**src/rtl/gbl_pkg.sv**
```systemverilog
// shared types, constants and glyph rom for the scaled glyph blitter
package gbl_pkg;

	localparam int GLYPH_W  = 5;
	localparam int GLYPH_H  = 7;
	localparam int ADVANCE  = 6;
	localparam int MASK_W   = GLYPH_W * GLYPH_H;
	localparam int COL_W    = $clog2(GLYPH_W);
	localparam int CFG_IDX_W = 2;
	localparam int CFG_DAT_W = 16;
	localparam int CURSOR_W = 13;
	localparam int ADV_W    = 8;

	localparam logic [12:0] CURSOR_MAX = 13'd4095;
	localparam logic [3:0]  SCALE_MIN  = 4'd1;
	localparam logic [3:0]  SCALE_MAX  = 4'd8;

	localparam logic [7:0] CHAR_LOWER_A = 8'h61;
	localparam logic [7:0] CHAR_LOWER_Z = 8'h7A;
	localparam logic [7:0] CASE_OFFSET  = 8'h20;
	localparam logic [7:0] CHAR_QUERY   = 8'h3F;

	typedef enum logic [CFG_IDX_W-1:0] {
		REG_X_ORIGIN  = 2'd0,
		REG_Y_ORIGIN  = 2'd1,
		REG_INK_COLOR = 2'd2,
		REG_SCALE     = 2'd3
	} gbl_reg_t;

	typedef enum logic {
		ST_IDLE = 1'b0,
		ST_SCAN = 1'b1
	} gbl_state_t;

	typedef struct packed {
		logic load;
		logic step;
	} gbl_cmd_t;

	typedef struct packed {
		logic cur_lit;
		logic rest_empty;
		logic out_free;
	} gbl_sts_t;

	function automatic logic [7:0] fold_code(input logic [7:0] code);
		logic [7:0] c;
		c = code;
		if (c >= CHAR_LOWER_A && c <= CHAR_LOWER_Z) begin
			c = c - CASE_OFFSET;
		end
		if (c[7]) begin
			c = CHAR_QUERY;
		end
		return c;
	endfunction

	// rows top first, leftmost column in the msb of each row
	function automatic logic [MASK_W-1:0] glyph_bits(input logic [7:0] code);
		logic [MASK_W-1:0] g;
		case (code)
			8'h41: g = {5'h0E,5'h11,5'h11,5'h1F,5'h11,5'h11,5'h11};
			8'h42: g = {5'h1E,5'h11,5'h11,5'h1E,5'h11,5'h11,5'h1E};
			8'h43: g = {5'h0F,5'h10,5'h10,5'h10,5'h10,5'h10,5'h0F};
			8'h44: g = {5'h1E,5'h11,5'h11,5'h11,5'h11,5'h11,5'h1E};
			8'h45: g = {5'h1F,5'h10,5'h10,5'h1E,5'h10,5'h10,5'h1F};
			8'h46: g = {5'h1F,5'h10,5'h10,5'h1E,5'h10,5'h10,5'h10};
			8'h47: g = {5'h0F,5'h10,5'h10,5'h17,5'h11,5'h11,5'h0F};
			8'h48: g = {5'h11,5'h11,5'h11,5'h1F,5'h11,5'h11,5'h11};
			8'h49: g = {5'h1F,5'h04,5'h04,5'h04,5'h04,5'h04,5'h1F};
			8'h4A: g = {5'h07,5'h02,5'h02,5'h02,5'h02,5'h12,5'h0C};
			8'h4B: g = {5'h11,5'h12,5'h14,5'h18,5'h14,5'h12,5'h11};
			8'h4C: g = {5'h10,5'h10,5'h10,5'h10,5'h10,5'h10,5'h1F};
			8'h4D: g = {5'h11,5'h1B,5'h15,5'h15,5'h11,5'h11,5'h11};
			8'h4E: g = {5'h11,5'h19,5'h15,5'h13,5'h11,5'h11,5'h11};
			8'h4F: g = {5'h0E,5'h11,5'h11,5'h11,5'h11,5'h11,5'h0E};
			8'h50: g = {5'h1E,5'h11,5'h11,5'h1E,5'h10,5'h10,5'h10};
			8'h51: g = {5'h0E,5'h11,5'h11,5'h11,5'h15,5'h12,5'h0D};
			8'h52: g = {5'h1E,5'h11,5'h11,5'h1E,5'h14,5'h12,5'h11};
			8'h53: g = {5'h0F,5'h10,5'h10,5'h0E,5'h01,5'h01,5'h1E};
			8'h54: g = {5'h1F,5'h04,5'h04,5'h04,5'h04,5'h04,5'h04};
			8'h55: g = {5'h11,5'h11,5'h11,5'h11,5'h11,5'h11,5'h0E};
			8'h56: g = {5'h11,5'h11,5'h11,5'h11,5'h11,5'h0A,5'h04};
			8'h57: g = {5'h11,5'h11,5'h11,5'h15,5'h15,5'h1B,5'h11};
			8'h58: g = {5'h11,5'h11,5'h0A,5'h04,5'h0A,5'h11,5'h11};
			8'h59: g = {5'h11,5'h11,5'h0A,5'h04,5'h04,5'h04,5'h04};
			8'h5A: g = {5'h1F,5'h01,5'h02,5'h04,5'h08,5'h10,5'h1F};
			8'h30: g = {5'h0E,5'h11,5'h13,5'h15,5'h19,5'h11,5'h0E};
			8'h31: g = {5'h04,5'h0C,5'h04,5'h04,5'h04,5'h04,5'h0E};
			8'h32: g = {5'h0E,5'h11,5'h01,5'h02,5'h04,5'h08,5'h1F};
			8'h33: g = {5'h1F,5'h02,5'h04,5'h02,5'h01,5'h11,5'h0E};
			8'h34: g = {5'h02,5'h06,5'h0A,5'h12,5'h1F,5'h02,5'h02};
			8'h35: g = {5'h1F,5'h10,5'h1E,5'h01,5'h01,5'h11,5'h0E};
			8'h36: g = {5'h06,5'h08,5'h10,5'h1E,5'h11,5'h11,5'h0E};
			8'h37: g = {5'h1F,5'h01,5'h02,5'h04,5'h08,5'h08,5'h08};
			8'h38: g = {5'h0E,5'h11,5'h11,5'h0E,5'h11,5'h11,5'h0E};
			8'h39: g = {5'h0E,5'h11,5'h11,5'h0F,5'h01,5'h02,5'h0C};
			8'h3A: g = {5'h00,5'h04,5'h04,5'h00,5'h04,5'h04,5'h00};
			8'h2D: g = {5'h00,5'h00,5'h00,5'h1F,5'h00,5'h00,5'h00};
			8'h2E: g = {5'h00,5'h00,5'h00,5'h00,5'h00,5'h06,5'h06};
			8'h2C: g = {5'h00,5'h00,5'h00,5'h00,5'h06,5'h06,5'h08};
			8'h21: g = {5'h04,5'h04,5'h04,5'h04,5'h04,5'h00,5'h04};
			8'h3F: g = {5'h0E,5'h11,5'h01,5'h02,5'h04,5'h00,5'h04};
			8'h3C: g = {5'h02,5'h04,5'h08,5'h10,5'h08,5'h04,5'h02};
			8'h3E: g = {5'h08,5'h04,5'h02,5'h01,5'h02,5'h04,5'h08};
			8'h2F: g = {5'h01,5'h01,5'h02,5'h04,5'h08,5'h10,5'h10};
			8'h2B: g = {5'h00,5'h04,5'h04,5'h1F,5'h04,5'h04,5'h00};
			8'h3D: g = {5'h00,5'h00,5'h1F,5'h00,5'h1F,5'h00,5'h00};
			8'h28: g = {5'h04,5'h08,5'h10,5'h10,5'h10,5'h08,5'h04};
			8'h29: g = {5'h04,5'h02,5'h01,5'h01,5'h01,5'h02,5'h04};
			8'h27: g = {5'h0C,5'h0C,5'h04,5'h00,5'h00,5'h00,5'h00};
			8'h25: g = {5'h19,5'h1A,5'h04,5'h04,5'h04,5'h0B,5'h13};
			8'h2A: g = {5'h00,5'h15,5'h0E,5'h1F,5'h0E,5'h15,5'h00};
			default: g = '0;
		endcase
		return g;
	endfunction

endpackage

```
**src/rtl/gbl_if.sv**
```systemverilog
// channel interfaces: characters in, squares out, register writes
interface gbl_char_if;
	logic       valid;
	logic       ready;
	logic [7:0] char_code;
	logic       restart;

	modport source (output valid, output char_code, output restart, input ready);
	modport sink (input valid, input char_code, input restart, output ready);
endinterface

interface gbl_sq_if;
	logic               valid;
	logic               ready;
	logic signed [13:0] pixel_x;
	logic signed [12:0] pixel_y;
	logic [3:0]         square_size;
	logic [15:0]        pixel_color;
	logic               last;

	modport source (output valid, output pixel_x, output pixel_y, output square_size,
		output pixel_color, output last, input ready);
	modport sink (input valid, input pixel_x, input pixel_y, input square_size,
		input pixel_color, input last, output ready);
endinterface

interface gbl_cfg_if;
	logic        valid;
	logic        ready;
	logic [1:0]  index;
	logic [15:0] data;

	modport source (output valid, output index, output data, input ready);
	modport sink (input valid, input index, input data, output ready);
endinterface

```
**src/rtl/gbl_ctrl.sv**
```systemverilog
// controller state machine: accepts a character and sequences the glyph scan
module gbl_ctrl (
	input  logic               clk,
	input  logic               arst_n,
	input  logic               in_valid,
	output logic               in_ready,
	input  gbl_pkg::gbl_sts_t  sts,
	output gbl_pkg::gbl_cmd_t  cmd
);
	import gbl_pkg::*;

	gbl_state_t state_q;
	gbl_state_t state_nxt;

	always_ff @(posedge clk or negedge arst_n) begin
		if (!arst_n) begin
			state_q <= ST_IDLE;
		end else begin
			state_q <= state_nxt;
		end
	end

	always_comb begin
		state_nxt = state_q;
		unique case (state_q)
			ST_IDLE: begin
				if (in_valid) begin
					state_nxt = ST_SCAN;
				end
			end
			ST_SCAN: begin
				if (cmd.step && sts.rest_empty) begin
					state_nxt = ST_IDLE;
				end
			end
			default: state_nxt = ST_IDLE;
		endcase
	end

	always_comb begin
		in_ready = 1'b0;
		cmd      = '0;
		unique case (state_q)
			ST_IDLE: begin
				in_ready = 1'b1;
				cmd.load = in_valid;
			end
			ST_SCAN: begin
				cmd.step = !sts.cur_lit || sts.out_free;
			end
			default: begin
				in_ready = 1'b0;
			end
		endcase
	end

endmodule

```
**src/rtl/gbl_dp.sv**
```systemverilog
// datapath: registers, cursor, glyph mask scan and square output register
module gbl_dp (
	input  logic              clk,
	input  logic              arst_n,
	gbl_char_if.sink          chars,
	gbl_cfg_if.sink           cfg,
	gbl_sq_if.source          squares,
	input  gbl_pkg::gbl_cmd_t cmd,
	output gbl_pkg::gbl_sts_t sts
);
	import gbl_pkg::*;

	logic [11:0]          x_origin_q;
	logic [11:0]          y_origin_q;
	logic [15:0]          ink_color_q;
	logic [3:0]           scale_q;
	logic [CURSOR_W-1:0]  cursor_q;

	logic [MASK_W-1:0]    mask_q;
	logic [COL_W-1:0]     col_q;
	logic [CURSOR_W-1:0]  base_q;
	logic signed [13:0]   px_q;
	logic signed [12:0]   py_q;
	logic [3:0]           s_q;
	logic [15:0]          color_q;

	logic                 out_valid_q;
	logic signed [13:0]   out_x_q;
	logic signed [12:0]   out_y_q;
	logic [3:0]           out_size_q;
	logic [15:0]          out_color_q;
	logic                 out_last_q;

	logic [3:0]           s_eff;
	logic [ADV_W-1:0]     adv;
	logic [CURSOR_W-1:0]  base;
	logic signed [13:0]   cursor_sum;
	logic                 emit;

	// clamp of the scale register
	always_comb begin
		if (scale_q < SCALE_MIN) begin
			s_eff = SCALE_MIN;
		end else if (scale_q > SCALE_MAX) begin
			s_eff = SCALE_MAX;
		end else begin
			s_eff = scale_q;
		end
	end

	assign adv        = ADV_W'(ADVANCE) * {4'd0, s_eff};
	assign base       = chars.restart ? {x_origin_q[11], x_origin_q} : cursor_q;
	assign cursor_sum = $signed({base[CURSOR_W-1], base}) + $signed({6'd0, adv});

	assign cfg.ready = 1'b1;

	always_ff @(posedge clk or negedge arst_n) begin
		if (!arst_n) begin
			x_origin_q  <= '0;
			y_origin_q  <= '0;
			ink_color_q <= 16'hFFFF;
			scale_q     <= 4'd1;
		end else if (cfg.valid) begin
			unique case (gbl_reg_t'(cfg.index))
				REG_X_ORIGIN:  x_origin_q  <= cfg.data[11:0];
				REG_Y_ORIGIN:  y_origin_q  <= cfg.data[11:0];
				REG_INK_COLOR: ink_color_q <= cfg.data;
				REG_SCALE:     scale_q     <= cfg.data[3:0];
				default:       scale_q     <= scale_q;
			endcase
		end
	end

	// cursor advance with saturation
	always_ff @(posedge clk or negedge arst_n) begin
		if (!arst_n) begin
			cursor_q <= '0;
		end else if (cmd.load) begin
			if (cursor_sum > $signed({1'b0, CURSOR_MAX})) begin
				cursor_q <= CURSOR_MAX;
			end else begin
				cursor_q <= cursor_sum[CURSOR_W-1:0];
			end
		end
	end

	assign sts.cur_lit    = mask_q[MASK_W-1];
	assign sts.rest_empty = (mask_q[MASK_W-2:0] == '0);
	assign sts.out_free   = !out_valid_q || squares.ready;
	assign emit           = cmd.step && sts.cur_lit;

	always_ff @(posedge clk or negedge arst_n) begin
		if (!arst_n) begin
			mask_q <= '0;
			col_q  <= '0;
		end else if (cmd.load) begin
			mask_q <= glyph_bits(fold_code(chars.char_code));
			col_q  <= '0;
		end else if (cmd.step) begin
			mask_q <= {mask_q[MASK_W-2:0], 1'b0};
			if (col_q == COL_W'(GLYPH_W - 1)) begin
				col_q <= '0;
			end else begin
				col_q <= col_q + 1'b1;
			end
		end
	end

	// square position walks with the scan
	always_ff @(posedge clk) begin
		if (cmd.load) begin
			base_q  <= base;
			px_q    <= $signed({base[CURSOR_W-1], base});
			py_q    <= $signed({y_origin_q[11], y_origin_q});
			s_q     <= s_eff;
			color_q <= ink_color_q;
		end else if (cmd.step) begin
			if (col_q == COL_W'(GLYPH_W - 1)) begin
				px_q <= $signed({base_q[CURSOR_W-1], base_q});
				py_q <= py_q + $signed({9'd0, s_q});
			end else begin
				px_q <= px_q + $signed({10'd0, s_q});
			end
		end
	end

	always_ff @(posedge clk or negedge arst_n) begin
		if (!arst_n) begin
			out_valid_q <= 1'b0;
		end else if (emit) begin
			out_valid_q <= 1'b1;
		end else if (squares.ready) begin
			out_valid_q <= 1'b0;
		end
	end

	always_ff @(posedge clk) begin
		if (emit) begin
			out_x_q     <= px_q;
			out_y_q     <= py_q;
			out_size_q  <= s_q;
			out_color_q <= color_q;
			out_last_q  <= sts.rest_empty;
		end
	end

	assign squares.valid       = out_valid_q;
	assign squares.pixel_x     = out_x_q;
	assign squares.pixel_y     = out_y_q;
	assign squares.square_size = out_size_q;
	assign squares.pixel_color = out_color_q;
	assign squares.last        = out_last_q;

	a_cursor_sat: assert property (@(posedge clk) disable iff (!arst_n)
		$signed(cursor_q) <= $signed({1'b0, CURSOR_MAX}))
		else $error("cursor above saturation limit");

	a_no_overwrite: assert property (@(posedge clk) disable iff (!arst_n)
		(out_valid_q && !squares.ready) |-> !emit)
		else $error("pending square overwritten");

	a_scan_done: assert property (@(posedge clk) disable iff (!arst_n)
		(cmd.step && sts.rest_empty) |=> (mask_q == '0))
		else $error("mask not empty after final step");

	a_col_range: assert property (@(posedge clk) disable iff (!arst_n)
		cmd.step |-> (col_q <= COL_W'(GLYPH_W - 1)))
		else $error("column counter out of range");

endmodule

```
**src/rtl/scaled_glyph_blitter_5x7_top.sv**
```systemverilog
// top level of the scaled 5x7 glyph blitter
// the glyph lookup and cursor advance are registered when a character is accepted, then the glyph cells are scanned
// a character scans up to 35 cells, stopping after the last lit one; a new character is taken only once the scan ends
// a character with no glyph, or the space, scans a single cell; output stalls hold the scan
// reset: asynchronous active low; cursor and origins clear to 0, colour to all ones, scale to 1
module scaled_glyph_blitter_5x7_top (
	input  logic      clk,
	input  logic      arst_n,
	gbl_char_if.sink  chars,
	gbl_cfg_if.sink   cfg,
	gbl_sq_if.source  squares
);
	import gbl_pkg::*;

	gbl_cmd_t cmd;
	gbl_sts_t sts;

	gbl_ctrl u_ctrl (
		.clk      (clk),
		.arst_n   (arst_n),
		.in_valid (chars.valid),
		.in_ready (chars.ready),
		.sts      (sts),
		.cmd      (cmd)
	);

	gbl_dp u_dp (
		.clk     (clk),
		.arst_n  (arst_n),
		.chars   (chars),
		.cfg     (cfg),
		.squares (squares),
		.cmd     (cmd),
		.sts     (sts)
	);

endmodule
```
**src/flat_wrapper.sv**
```systemverilog
// flat-port wrapper written by rule: the top's interface ports become plain ports
module scaled_glyph_blitter_5x7_top_flat import gbl_pkg::*;
  (clk, arst_n, chars_valid, chars_char_code, chars_restart, chars_ready, cfg_valid, cfg_index, cfg_data, cfg_ready, squares_valid, squares_pixel_x, squares_pixel_y, squares_square_size, squares_pixel_color, squares_last, squares_ready);
  gbl_char_if chars_i ();
  gbl_cfg_if cfg_i ();
  gbl_sq_if squares_i ();
  input  logic clk;
  input  logic arst_n;
  input wire logic [$bits(chars_i.valid)-1:0] chars_valid;
  input wire logic [$bits(chars_i.char_code)-1:0] chars_char_code;
  input wire logic [$bits(chars_i.restart)-1:0] chars_restart;
  output wire logic [$bits(chars_i.ready)-1:0] chars_ready;
  input wire logic [$bits(cfg_i.valid)-1:0] cfg_valid;
  input wire logic [$bits(cfg_i.index)-1:0] cfg_index;
  input wire logic [$bits(cfg_i.data)-1:0] cfg_data;
  output wire logic [$bits(cfg_i.ready)-1:0] cfg_ready;
  output wire logic [$bits(squares_i.valid)-1:0] squares_valid;
  output wire logic [$bits(squares_i.pixel_x)-1:0] squares_pixel_x;
  output wire logic [$bits(squares_i.pixel_y)-1:0] squares_pixel_y;
  output wire logic [$bits(squares_i.square_size)-1:0] squares_square_size;
  output wire logic [$bits(squares_i.pixel_color)-1:0] squares_pixel_color;
  output wire logic [$bits(squares_i.last)-1:0] squares_last;
  input wire logic [$bits(squares_i.ready)-1:0] squares_ready;
  assign chars_i.valid = chars_valid;
  assign chars_i.char_code = chars_char_code;
  assign chars_i.restart = chars_restart;
  assign chars_ready = chars_i.ready;
  assign cfg_i.valid = cfg_valid;
  assign cfg_i.index = cfg_index;
  assign cfg_i.data = cfg_data;
  assign cfg_ready = cfg_i.ready;
  assign squares_valid = squares_i.valid;
  assign squares_pixel_x = squares_i.pixel_x;
  assign squares_pixel_y = squares_i.pixel_y;
  assign squares_square_size = squares_i.square_size;
  assign squares_pixel_color = squares_i.pixel_color;
  assign squares_last = squares_i.last;
  assign squares_i.ready = squares_ready;
  scaled_glyph_blitter_5x7_top u_core (.clk(clk), .arst_n(arst_n), .chars(chars_i), .cfg(cfg_i), .squares(squares_i));
endmodule
```
**config.mk**
```make
export PLATFORM = sky130hd
export DESIGN_NAME = scaled_glyph_blitter_5x7_top_flat
export DESIGN_NICKNAME = d
export VERILOG_FILES = /design/src/rtl/gbl_pkg.sv /design/src/rtl/gbl_if.sv /design/src/rtl/gbl_ctrl.sv /design/src/rtl/gbl_dp.sv /design/src/rtl/scaled_glyph_blitter_5x7_top.sv /design/src/flat_wrapper.sv
export SDC_FILE = /design/constraint.sdc
export NUM_CORES = 1
export LEC_CHECK = 0
export ABC_AREA = 1
export BUFFER_PORTS_ARGS = -buffer_cell sky130_fd_sc_hd__buf_2
export CORE_UTILIZATION = 55
export CTS_CLUSTER_SIZE = 25
export DETAILED_ROUTE_END_ITERATION = 7
export PLACE_DENSITY = 0.86
export SYNTH_ARGS = -nofsm -noshare
export SYNTH_HDL_FRONTEND = slang
export SYNTH_MEMORY_MAX_BITS = 65536
export SYNTH_SLANG_ARGS = --single-unit
```
**constraint.sdc**
```tcl
create_clock -name clk -period 9 [get_ports clk]
set_input_delay 1.8 -clock clk [delete_from_list [all_inputs] [get_ports clk]]
set_output_delay 1.8 -clock clk [all_outputs]
set_load 0.005 [all_outputs]
```
After elaboration in Yosys (flattened, before gate mapping)
Memories as Yosys holds them, arrays and structs flattened.
Index checks and enable logic that the tools add are counted.
Cells by class
  add/subtract/negate cells: 5
  multipliers: 1
  magnitude comparators: 5
  eq/ne operators: 4
  muxes and demuxes: 28
  bitwise operators: 1
  reductions and logical operators: 17
Operator list (count)
  $mux W35: 3
  $mux W13: 5
  $mux W14: 3
  $logic_not A34 Y1: 1
  $mux W8: 3
  $add A13 B8 Y14: 1
  $add A14 B5 Y14: 1
  $gt A14 B13 Y1 const B: 1
  $add A13 B5 Y13: 1
  $reduce_and A2 Y1: 5
  $mux W3: 3
  $ge A8 B7 Y1 const B: 1
  $le A8 B7 Y1 const B: 1
  $mux W4: 2
  $sub A8 B6 Y8 const B: 1
  $mux W1: 7
  $mux W7: 1
  $mul A2 B4 Y6 const A: 1
  $reduce_bool A2 Y1: 3
  $eq A2 B2 Y1 const B: 2
  $gt A4 B4 Y1 const B: 1
  $lt A4 B1 Y1 const B: 1
  $add A3 B1 Y3 const B: 1
  $eq A3 B3 Y1 const B: 1
  other kinds (7): 11
Storage, ports and cells
  flip-flop bits (word level): 205
  bits in read-only memories: 4480
  input bits: 32
  output and inout port bits: 51
  memories kept: 1
Memories
  (name not given): words 128, width 35, rd ports 1, clocked after Yosys merged registers in 0, write ports 0, line gbl_pkg.sv:61  | case (code)

Logic depth before layout (Yosys ltp)
Gate-level depths: netlist (run 1).
An unclocked memory read counts as a cell.
  word-level depth: 9
  depth in mapped cells: 19
  mapped depth without buffers: 19

Least setup slack after synthesis (run 1)
OpenSTA, ideal clock, no wires.
  path type: input-to-reg
  start point: in chars_restart
  end point: reg u_core.u_dp.cursor_q[7]
  library setup time: 0.120 ns
  arrival time: 3.855 ns
  data required time: 8.880 ns
  path slack: 5.026 ns
  cell stages on the path: 15
  cell sequence: buf_6 -> clkbuf_1 -> o21ai_0 -> ha_1 -> fa_1 -> nand3_1 -> nand2_1 -> nand4_1 -> nand2_1 -> nand3_1 -> nand2_1 -> nand3_4 -> nand2_2 -> o21ai_0 -> inv_1
Between the ends
  word-level cells in the longest chain between the ends: 4
RTL lines
  start, declared: line flat_wrapper.sv:11  | input wire logic [$bits(chars_i.restart)-1:0] chars_restart;
  $mux W13 (*): line gbl_dp.sv:52  | assign base = chars.restart ? {x_origin_q[11], x_origin_q} : cursor_q;
  via u_core.u_dp.base[1]: line gbl_dp.sv:36  | logic [CURSOR_W-1:0] base;
  $add A13 B8 Y14 (*): line gbl_dp.sv:53  | assign cursor_sum = $signed({base[CURSOR_W-1], base}) + $signed({6'd0, adv});
  $gt A14 B13 Y1: line gbl_dp.sv:79  | if (cursor_sum > $signed({1'b0, CURSOR_MAX})) begin
  $mux W13 (*): line gbl_dp.sv:79
  end signal, assigned: line gbl_dp.sv:82  | cursor_q <= cursor_sum[CURSOR_W-1:0];
  end, declared: line gbl_dp.sv:17  | logic [CURSOR_W-1:0] cursor_q;
The timed path passes the listed nets; every way through them passes the cells marked *.
A chain may end at the register's enable or synchronous reset.

Final worst setup path (run 1)
  start point: in chars_char_code[7]
  end point: reg u_core.u_dp.mask_q[30]
Between the ends
  word-level cells in the longest chain between the ends: 9
  elaborated cells on any way between the ends: 11
  classes of those cells: add/sub (1); order compare (2); mux (6); reduce/logical (1); memory (1)
RTL lines
  start, declared: line flat_wrapper.sv:10  | input wire logic [$bits(chars_i.char_code)-1:0] chars_char_code;
  $ge A8 B7 Y1 / $le A8 B7 Y1 (equally long branches): line gbl_pkg.sv:49  | if (c >= CHAR_LOWER_A && c <= CHAR_LOWER_Z) begin
  $logic_and A1 B1 Y1: line gbl_pkg.sv:49
  $mux W8 (*): line gbl_pkg.sv:49
  $mux W8 (*): line gbl_dp.sv:96  | end else if (cmd.load) begin
  $mux W7 (*): line gbl_pkg.sv:52  | if (c[7]) begin
  $mux W8 (*): line gbl_dp.sv:96
  $mem_v2 Z128 W35 (*)
  $mux W35 (*): line gbl_pkg.sv:61
  $mux W35 (*): line gbl_dp.sv:96
  end signal, assigned: line gbl_dp.sv:97  | mask_q <= glyph_bits(fold_code(chars.char_code));
  end signal, assigned: line gbl_dp.sv:100  | mask_q <= {mask_q[MASK_W-2:0], 1'b0};
  end, declared: line gbl_dp.sv:19  | logic [MASK_W-1:0] mask_q;
Every way passes the cells marked *; elsewhere a longest branch is shown, timed or not. The select of a mux whose other input is x is not followed.

==> run metrics, run 1 <==
via count=9852; FF-to-FF Start=u_core.u_ctrl.state_q; Slew Viols, Final=0; Synth Area in Compound Gates=under 10%; initial antenna violation count=0; sw frac=34.3%; Seq pwr share=roughly 45%; Ys Warns=0; setup TNS=0 ns; period utilization=54.6%; CTS tree=built; adder-cell area share of the yosys netlist=4.23%; PnR Total Power=between 0.003 and 0.004 W; clock share of power=26.6%; Top FF cell, synth=edfxtp_1; RSZ-0062 raised after global routing=no; Vias/cell=5.76; # fillers=1697; Yosys top cell area share=about 29%; Worst EP arrival=5.35 ns; core box area=0.0202 mm2; Cells after DPL=1670; R2R depth=9; net count after synthesis=about 1400; cts hold-fix bufs=0; VDD IR max=around 130 uV; nets=around 1500; H-Tree Depth=1; Distinct cells, synth=49; status=completed; top post-synthesis cells by area=edfxtp_1 (29%), dfrtp_1 (18%), nand2_1 (14%); Sink Count=a little over 200; Int Pwr=between 0.002 and 0.0025 W; drt drc=0; Detailed Place HPWL=22700 um; count leader, synth=nand2_1; final hold violations=0; area of the multi-input gates=0.00481 mm2; FF+latch count, synth=205; switching pwr=~0.0012 W; register area=roughly 0.0057 mm2; Setup violations, final=0; Post-Synth Simple-Gate Area=26.8%; EDFF count, synth=around 110; post-layout util=62.2%; Post-CTS Resized=0; Finished Layout Cells=1710; clk buf depth=3; IO Port Bufs=81; io pins=83; Gate power share=between 20% and 30%; first-pass GRT wire length=roughly 50000 um; Clock Tree Root=clkbuf_16; pin count of the biggest net entering global routing=around 80; WL final=32400 um; Critical Path Start=chars_char_code[7]; Yosys top cell by area=edfxtp_1; drt first pass iters=6; hold wc startpoint=u_core.u_dp.color_q[12]; Worst Hold Class=reg -> reg; multiplexer share of the synthesized area=less than 1%; initial core utilization=56.2%; RePlAce Congestion=1.05; element type at the critical path end=flip-flop; Total Routing Usage GR=a little under a third; clk_lat worst skew=0.52 ns; dpl ws=3.66 ns; crit-path max FO=22; PnR worst setup slack=4.09 ns; fraction of registers with async set or reset after synthesis=roughly 47%; wire per inst=18.9 um; gr ovfl total=0; static leakage=5.91 nW; Slew headroom=about 29%; Setup crit start kind=primary input; shortest period the worst path allows=between 4 and 5 ns; Worst EP required=roughly 9.4 ns; Area Overhead vs Synth=10.7%; Post-Synthesis Cells=between 1000 and 1500; critical path class=in -> reg; synthesized area=approximately 0.011 mm2; Post-Syn Area per Cell=8.33 um2; Max Fclk=0.204 GHz; number of diodes=0; initial DRC count=969; Max Cap Viol=0; die height=146 um; Worst Skew=0.0250 ns; # rows=52; CTS buffer count=22; buffer count from post-CTS setup fixing=0; share of cells above drive strength 1=12.6%; CTS clk-pin slew, worst paths=0.06 ns; vias in the first global route=a little under 10000; pwr dens=~270 mW/mm2; largest family of logic cells by synthesized area=simple AND/OR/NAND/NOR gates; XOR/XNOR Fraction of Synth Area=1.69%; sequential cell area fraction in the yosys report=50.1%; final antenna-violating net count=0; Worst Tran Pin Value=1.06 ns; die area=0.0213 mm2; most instantiated cells after synthesis=nand2_1 (417), inv_1 (147), nand3_1 (118), o21ai_0 (110), edfxtp_1 (108); chip width=roughly 150 um; Hold Path Cell Cnt=0
-- power groups by stage --
stage	logic, W	registers, W	clock network, W
after global placement	0.000903	0.00149	0
after CTS	0.000962	0.00149	0.000900
after detailed placement	0.000937	0.00150	0
final	0.000965	0.00149	0.000892
after floorplan	0.000654	0.00147	0
after global routing	0.00109	0.00152	0.000934
-- routing by layer --
layer | up-vias | global-route usage [%] | wire length, um
met5 | - | 0 | 0
met4 | 0 | 17.1 | 1870
met3 | 143 | 3.64 | 2260
met2 | 479 | 51.9 | 15700
met1 | 4635 | 38.5 | 12600
li1 | 4595 | - | -
-- worst max-delay path, cell delays in order --
cell     delay [ns]
buf_2          0.11
inv_2          0.31
nand2_1        0.09
nor2_1         0.22
nand4_2        0.53
nand3_1        0.89
nand2_1        0.47
nor2_1         0.40
nor2_2         0.07
nand2_1        0.11
nand3_1        0.07
nand3_1        0.14
nand2_1        0.08
nand2_1        0.06
-- cell type report --
class / count / area share, %
tap: 270 / 2.68
multi-input combinational: 954 / 38.2
timing repair buffer: 86 / 3.54
clock buffer: 33 / 5.02
clock inverter: 7 / 0.666
inverter: 155 / 4.63
sequential: 205 / 45.2
-- through the flow --
step / area [um2] / hold slack, ns
2_1_floorplan: 11400 / 0.400
5_1_grt: 12600 / 0.426
4_1_cts: 12600 / 0.419
3_3_place_gp: 11900 / 0.401
6_report: 12600 / 0.419
3_5_place_dp: 11900 / 0.405
-- registers in the layout, summed over array words and instances, names as in the netlist, 3 cells and up --
register	flops
u_core.u_dp.base_q	13
u_core.u_dp.col_q	3
u_core.u_dp.color_q	16
u_core.u_dp.cursor_q	13
u_core.u_dp.ink_color_q	16
u_core.u_dp.mask_q	35
u_core.u_dp.px_q	14
u_core.u_dp.py_q	13
u_core.u_dp.s_q	4
u_core.u_dp.scale_q	4
u_core.u_dp.squares.pixel_color	16
u_core.u_dp.squares.pixel_x	14
u_core.u_dp.squares.pixel_y	13
u_core.u_dp.squares.square_size	4
u_core.u_dp.x_origin_q	12
u_core.u_dp.y_origin_q	12
-- layout by cell type (no fill, tap or decap), types with 3 or more instances in the layout --
| master | n |
|---|---|
| fa_1 | 4 |
| clkbuf_1 | 7 |
| buf_2 | 80 |
| a21oi_1 | 32 |
| nand2_1 | 417 |
| xnor2_1 | 8 |
| o22ai_1 | 7 |
| mux2_2 | 4 |
| inv_1 | 146 |
| nand4_1 | 18 |
| o221ai_1 | 7 |
| o21ai_0 | 110 |
| o21ai_1 | 9 |
| nor2_1 | 99 |
| clkinv_1 | 4 |
| xor2_1 | 14 |
| nand2_2 | 9 |
| clkbuf_16 | 22 |
| nand3_2 | 3 |
| ha_1 | 32 |
| o21ai_2 | 3 |
| dfstp_2 | 17 |
| nand4_2 | 3 |
| inv_2 | 6 |
| nor3_1 | 5 |
| dfrtp_1 | 80 |
| edfxtp_1 | 108 |
| o31ai_1 | 4 |
| nand3_1 | 118 |
| clkbuf_8 | 4 |
| o211ai_1 | 5 |
| o21bai_1 | 5 |
| buf_4 | 6 |
| nor4_1 | 9 |
| nor2_2 | 7 |
| nor2_4 | 3 |
| or2_2 | 4 |
-- kinds of logic after synthesis --
| family | count (synthesis) |
|---|---|
| AOI/OAI and AO/OA | 188 |
| xor gates and xnor gates | 22 |
| adders and majority gates | 36 |
| buffers and inverters | 206 |
| DFF | 205 |
| muxes | 4 |
| other | 1 |
| and+or+nand+nor | 703 |
-- path summary, 6_finish.rpt --
| check | to | slack [ns] |
|---|---|---|
| min in group asynchronous | u_core.u_dp.y_origin_q[11] | 1.29 |
| min | u_core.u_dp.squares.pixel_color[12] | 0.42 |
| min reg2reg | u_core.u_dp.squares.pixel_color[12] | 0.42 |
| max | u_core.u_dp.mask_q[30] | 4.09 |
| max reg2reg | u_core.u_dp.mask_q[28] | 5.18 |
| max in group asynchronous | u_core.u_dp.mask_q[4] | 6.55 |
No activity file was read; power rests on OpenSTA's default activity.
==> run 2, diff against run 1 <==
PLACE_DENSITY = 0.89   (was 0.86)
clock period = 4 ns   (was 9 ns; I/O delays follow)
==> run metrics, run 2 (synthesized netlist as in run 1, its figures left out) <==
Max Fclk=0.297 GHz; IO Port Bufs=81 (unchanged); Max Cap Viol=0 (unchanged); Int Pwr=0.00493 W (+120%); Detailed Place HPWL=23700 um (+4.6%); Area Overhead vs Synth=11.9%; Setup crit start kind=flip-flop; Worst EP arrival=3.75 ns (-1.60 ns); R2R depth=17 (+8); CTS tree=built; Reg-to-Reg End=u_core.u_dp.cursor_q[2]; drt first pass iters=7 (+1); Post-CTS Resized=0 (unchanged); final hold violations=0 (unchanged); share of cells above drive strength 1=14.2% (+1.6 points); wire per inst=19.4 um (+2.6%); Worst Hold Class=in -> async; via count=10000 (+1.7%); final antenna-violating net count=0 (unchanged); io pins=83 (unchanged); FF-to-FF Start=u_core.u_dp.scale_q[0]; clk buf depth=3 (unchanged); static leakage=6.01 nW (+1.7%); CTS clk-pin slew, worst paths=0.07 ns (about the same); Worst Tran Pin Value=0.954 ns (-0.108 ns); status=completed; RSZ-0062 raised after global routing=no; die area=0.0213 mm2 (unchanged); PnR Total Power=0.00753 W (+120%); nets=1511 (+1.3%); placed cell area=0.0120 mm2 (+1.3%); commonest non-fill, non-tap cell in the layout=nand2_1; period utilization=84.1%; CTS buffer count=21 (-4.5%); max reg flops=35 (unchanged); sw frac=34.5% (+0.24 points); Total Routing Usage GR=32.0% (+1.3 points); setup TNS=0 ns (unchanged); crit-path max FO=10 (-55%); cts hold-fix bufs=0 (unchanged); gr ovfl total=0 (unchanged); initial antenna violation count=0 (unchanged); switching pwr=0.00260 W (+130%); RePlAce Congestion=1.06 (+0.33%); # fillers=1671 (-1.5%); design area=0.0127 mm2 (+1.1%); Clock Tree Root=clkbuf_16; clk_lat worst skew=0.50 ns (-0.02 ns); die height=146 um (unchanged); VDD IR max=262 uV (+100%); critical path class=reg -> reg; most frequent cells in the layout=nand2_1 (417), inv_1 (146), nand3_1 (118); vias in the first global route=9949 (+2.2%); Slew Viols, Final=0 (unchanged); Setup violations, final=0 (unchanged); Gate power share=29.3% (+0.5 points); pin count of the biggest net entering global routing=60 (-24%); Slew headroom=36.2% (+7.0 points); chip width=146 um (unchanged); register area=0.00569 mm2 (unchanged); Sink Count=205 (unchanged); Worst EP required=4.39 ns (-5.05 ns); drt drc=0 (unchanged); pwr dens=592 mW/mm2 (+120%); core box area=0.0202 mm2 (unchanged); area of the multi-input gates=0.00481 mm2 (unchanged); shortest period the worst path allows=3.36 ns; number of diodes=0 (unchanged); Seq pwr share=44.7% (about the same); R2R setup slack=0.64 ns (-4.54 ns); WL final=33600 um (+3.7%); # rows=52 (unchanged); Worst Skew=0.0107 ns (-0.0143 ns); H-Tree Depth=1 (unchanged); Vias/cell=5.80 (+0.66%); clock share of power=26.0% (-0.6 points); initial core utilization=56.2% (unchanged); initial DRC count=986 (+1.8%); post-layout util=62.9% (+0.69 points); first-pass GRT wire length=53300 um (+3.8%); buffer count from post-CTS setup fixing=0 (unchanged); Top reg by flops=u_core.u_dp.mask_q; element type at the critical path end=flip-flop
run 2: cell types whose count changed in the layout (fill, tap and decap cells not counted), sizes merged:
cell / delta
clkbuf: -4
buf: +20
clkinvlp: +1
inv: +2
bufinv: -1
run 2: layout make-up:
class	count	area share (%)
Inverter	155	4.58
Timing Repair Buffer	106	4.68
Sequential cell	205	44.7
Multi-Input combinational cell	954	37.8
Tap cell	270	2.65
Clock inverter	9	0.531
Clock buffer	29	5.00
run 2: how the worst max path moves through the flow:
stage | slack, ns | to | depth (start not counted) | startpoint
2_1_floorplan | 1.03 | u_core.u_dp.cursor_q[7] | 15 | chars_restart
3_3_place_gp | 0.44 | u_core.u_dp.mask_q[7] | 18 | chars_char_code[3]
3_5_place_dp | 0.46 | u_core.u_dp.mask_q[20] | 18 | chars_char_code[3]
4_1_cts | 0.66 | u_core.u_dp.cursor_q[2] | 17 | u_core.u_dp.scale_q[0]
5_1_grt | 0.36 | u_core.u_dp.cursor_q[7] | 18 | u_core.u_dp.scale_q[2]
6_report | 0.64 | u_core.u_dp.cursor_q[2] | 17 | u_core.u_dp.scale_q[0]
run 2: critical path, stage by stage, from the launching register on:
cell and delay (ns):
dfstp_2 0.54, nor2_1 0.05, nor2_1 0.22, ha_1 0.22
inv_1 0.05, fa_1 0.39, xor2_1 0.26, ha_1 0.30
a21oi_1 0.13, nand2_1 0.11, nand4_1 0.11, nand2_1 0.12
nand3_1 0.12, nand2_1 0.10, nand3_4 0.18, nand2_2 0.11
o21ai_1 0.16, inv_1 0.08
run 2: layer usage:
layer	part of all wire (%)	GRT usage [%]
met5	0	0
met2	48	54.4
met3	7.0	3.92
met4	6.3	18.2
met1	38	39.6
run 2: through the flow:
stage | instances | setup WS, ns | hold WS [ns]
3_5_place_dp | 1690 | 0.463 | 0.405
6_report | 1728 | 0.637 | 0.368
2_1_floorplan | 1365 | 1.03 | 0.400
4_1_cts | 1728 | 0.664 | 0.407
5_1_grt | 1728 | 0.356 | 0.426
3_3_place_gp | 1690 | 0.441 | 0.402
run 2: power groups by stage:
stage	combinational [W]	clock (W)	sequential (W)
4_1_cts	0.00220	0.00197	0.00336
3_3_place_gp	0.00205	0	0.00335
5_1_grt	0.00248	0.00205	0.00342
2_1_floorplan	0.00147	0	0.00332
6_report	0.00221	0.00196	0.00337
3_5_place_dp	0.00214	0	0.00339
==> run 3, diff against run 2 <==
clock period = 2.9 ns   (was 4 ns; I/O delays follow)
==> run metrics, run 3 (synthesized netlist as in run 1, its figures left out) <==
final antenna-violating net count=0 (unchanged); # rows=52 (unchanged); PnR worst setup slack=-0.314 ns (-0.951 ns); Critical Path Most Common Cell=inv_1; drt drc=0 (unchanged); R2R depth=17 (unchanged); Max Fclk=0.311 GHz (+4.7%); CP max stage delay=0.41 ns (-0.13 ns); max reg flops=35 (unchanged); final hold slack=0.109 ns (-0.260 ns); clk buf depth=3 (unchanged); gr ovfl total=0 (unchanged); pin count of the biggest net entering global routing=52 (-13%); initial core utilization=56.2% (unchanged); Worst Skew=0.0140 ns (+0.00326 ns); Setup crit start kind=flip-flop; Top reg by flops=u_core.u_dp.mask_q; initial antenna violation count=0 (unchanged); Worst Hold Class=in -> async; Vias/cell=5.91 (+2.0%); clock share of power=24.3% (-1.7 points); IO Port Bufs=81 (unchanged); Slew headroom=45.9% (+9.6 points); Clock Tree Root=clkbuf_16; failing checks=setup timing; Area Overhead vs Synth=19.7%; worst path buffer plus inverter count=4 (+2); cts hold-fix bufs=0 (unchanged); io pins=83 (unchanged); status=finished with violations; Reg-to-Reg End=u_core.u_dp.cursor_q[5]; CTS buffer count=21 (unchanged); Int Pwr=0.00705 W (+43%); share of cells above drive strength 1=20.9% (+6.7 points); static leakage=6.48 nW (+7.8%); R2R setup slack=-0.31 ns (-0.95 ns); WL final=36400 um (+8.4%); crit-path max FO=5 (-5); final hold violations=0 (unchanged); switching pwr=0.00392 W (+51%); Worst EP arrival=3.59 ns (-0.16 ns); Setup violations, final=13 (+13); H-Tree Depth=1 (unchanged); commonest non-fill, non-tap cell in the layout=nand2_1; wire per inst=20.0 um (+3.0%); vias in the first global route=10300 (+3.2%); FF-to-FF Start=u_core.u_dp.scale_q[2]; CTS tree=built; die height=146 um (unchanged); CTS clk-pin slew, worst paths=0.07 ns (about the same); # fillers=1561 (-6.6%); chip width=146 um (unchanged); Max Cap Viol=0 (unchanged); core box area=0.0202 mm2 (unchanged); period utilization=111% (+27 points); Slew Viols, Final=0 (unchanged); dpl ws=-0.166 ns (-0.630 ns); critical path class=reg -> reg; initial DRC count=1226 (+24%); drt first pass iters=7 (unchanged); die area=0.0213 mm2 (unchanged); RePlAce Congestion=1.02 (-3.3%); via count=10700 (+7.3%); first-pass GRT wire length=54400 um (+2.0%); slowest CP cell=fa_2; critical-path cell list=buf_4 -> inv_1 -> nor2_2 -> inv_1 -> fa_2 -> xor2_2 -> ha_2 -> a21oi_1 -> nand2_1 -> nand4_1 -> nand2_1 -> nand3_2 -> nand2_4 -> nand3_4 -> nand3_1 -> o21ai_1 -> inv_1; sw frac=35.7% (+1.2 points); pwr dens=806 mW/mm2 (+36%); Worst Tran Pin Value=0.804 ns (-0.150 ns); RSZ-0062 raised after global routing=yes; Detailed Place HPWL=25000 um (+5.2%); nets=1601 (+6.0%); clk_lat worst skew=0.50 ns (about the same); most frequent cells in the layout=nand2_1 (412), inv_1 (143), nand3_1 (114); Worst EP required=3.27 ns (-1.12 ns); Seq pwr share=42.7% (-2.0 points); VDD IR max=438 uV (+67%); Sink Count=205 (unchanged); shortest period the worst path allows=3.21 ns (-0.149 ns); number of diodes=0 (unchanged); family with the most delay on the worst path=simple AND/OR/NAND/NOR gates; element type at the critical path end=flip-flop; Gate power share=33.1% (+3.8 points); Total Routing Usage GR=32.8% (+0.81 points)
[run 3: changes by cell type in the layout (fill, tap and decap cells not counted), moves of 4 or more]
cell	delta
nand2_4	+4
ha_1	-4
buf_12	+5
nand3_1	-4
nand2_1	-5
o21ai_2	+4
nor2_1	-5
nor2_2	+4
o21ai_0	-7
buf_4	+84
[run 3: final cells by class]
cell class	count	area (um2)	share of cell area [%]
well taps	270	338	2.48
clock inverters	10	87.6	0.644
multi-input cells	955	5000	36.7
flip-flops and latches	205	5690	41.8
inverters	155	583	4.28
repair buffers	195	1330	9.75
clock buffers	28	582	4.28
[run 3: stage by stage]
| stage | utilization, % | area, um2 | TNS (ns) | cells | total power [W] |
|---|---|---|---|---|---|
| 2_1_floorplan | - | 11400 | 0 | 1365 | 0.00661 |
| 3_3_place_gp | 62.8 | 12700 | -0.737 | 1773 | 0.00768 |
| 3_5_place_dp | 62.8 | 12700 | -1.97 | 1773 | 0.00786 |
| 4_1_cts | 66.8 | 13500 | -0.491 | 1818 | 0.0108 |
| 5_1_grt | 67.3 | 13600 | -3.66 | 1818 | 0.0115 |
| 6_report | 67.3 | 13600 | -3.11 | 1818 | 0.0110 |
[run 3: how the worst max path moves through the flow]
stage / from / slack (ns) / cells past startpoint / to
final: u_core.u_dp.scale_q[2] / -0.31 / 17 / u_core.u_dp.cursor_q[5]
after global routing: u_core.u_dp.scale_q[2] / -0.35 / 18 / u_core.u_dp.cursor_q[5]
after CTS: u_core.u_dp.scale_q[0] / -0.06 / 18 / u_core.u_dp.cursor_q[7]
after detailed placement: u_core.u_dp.scale_q[0] / -0.17 / 17 / u_core.u_dp.cursor_q[7]
after global placement: chars_char_code[0] / -0.09 / 18 / u_core.u_dp.mask_q[29]
after floorplan: u_core.u_dp.scale_q[0] / 0.06 / 17 / u_core.u_dp.cursor_q[7]
[run 3: power by group through the flow]
stage	registers [W]	clock network (W)	logic, W
floorplan	0.00458	0	0.00203
global placement	0.00461	0	0.00306
detailed placement	0.00467	0	0.00319
CTS	0.00465	0.00268	0.00343
global route	0.00474	0.00278	0.00397
finish	0.00468	0.00266	0.00363
[run 3: routing by layer]
metal	vias to the layer above	part of all wire [%]	track usage, %
met4	0	7.6	20.9
li1	4836	-	-
met3	194	7.2	3.79
met2	695	49	56.2
met1	5024	36	39.4
met5	-	0	0
[run 3: timing repair]
item | 4_1_cts | 5_1_grt
gates cloned | 1 | 0
endpoints found under the setup margin | 13 | 15
resized for setup | 27 | 23
buffers inserted | 6 | 0
pin swaps | 12 | 17
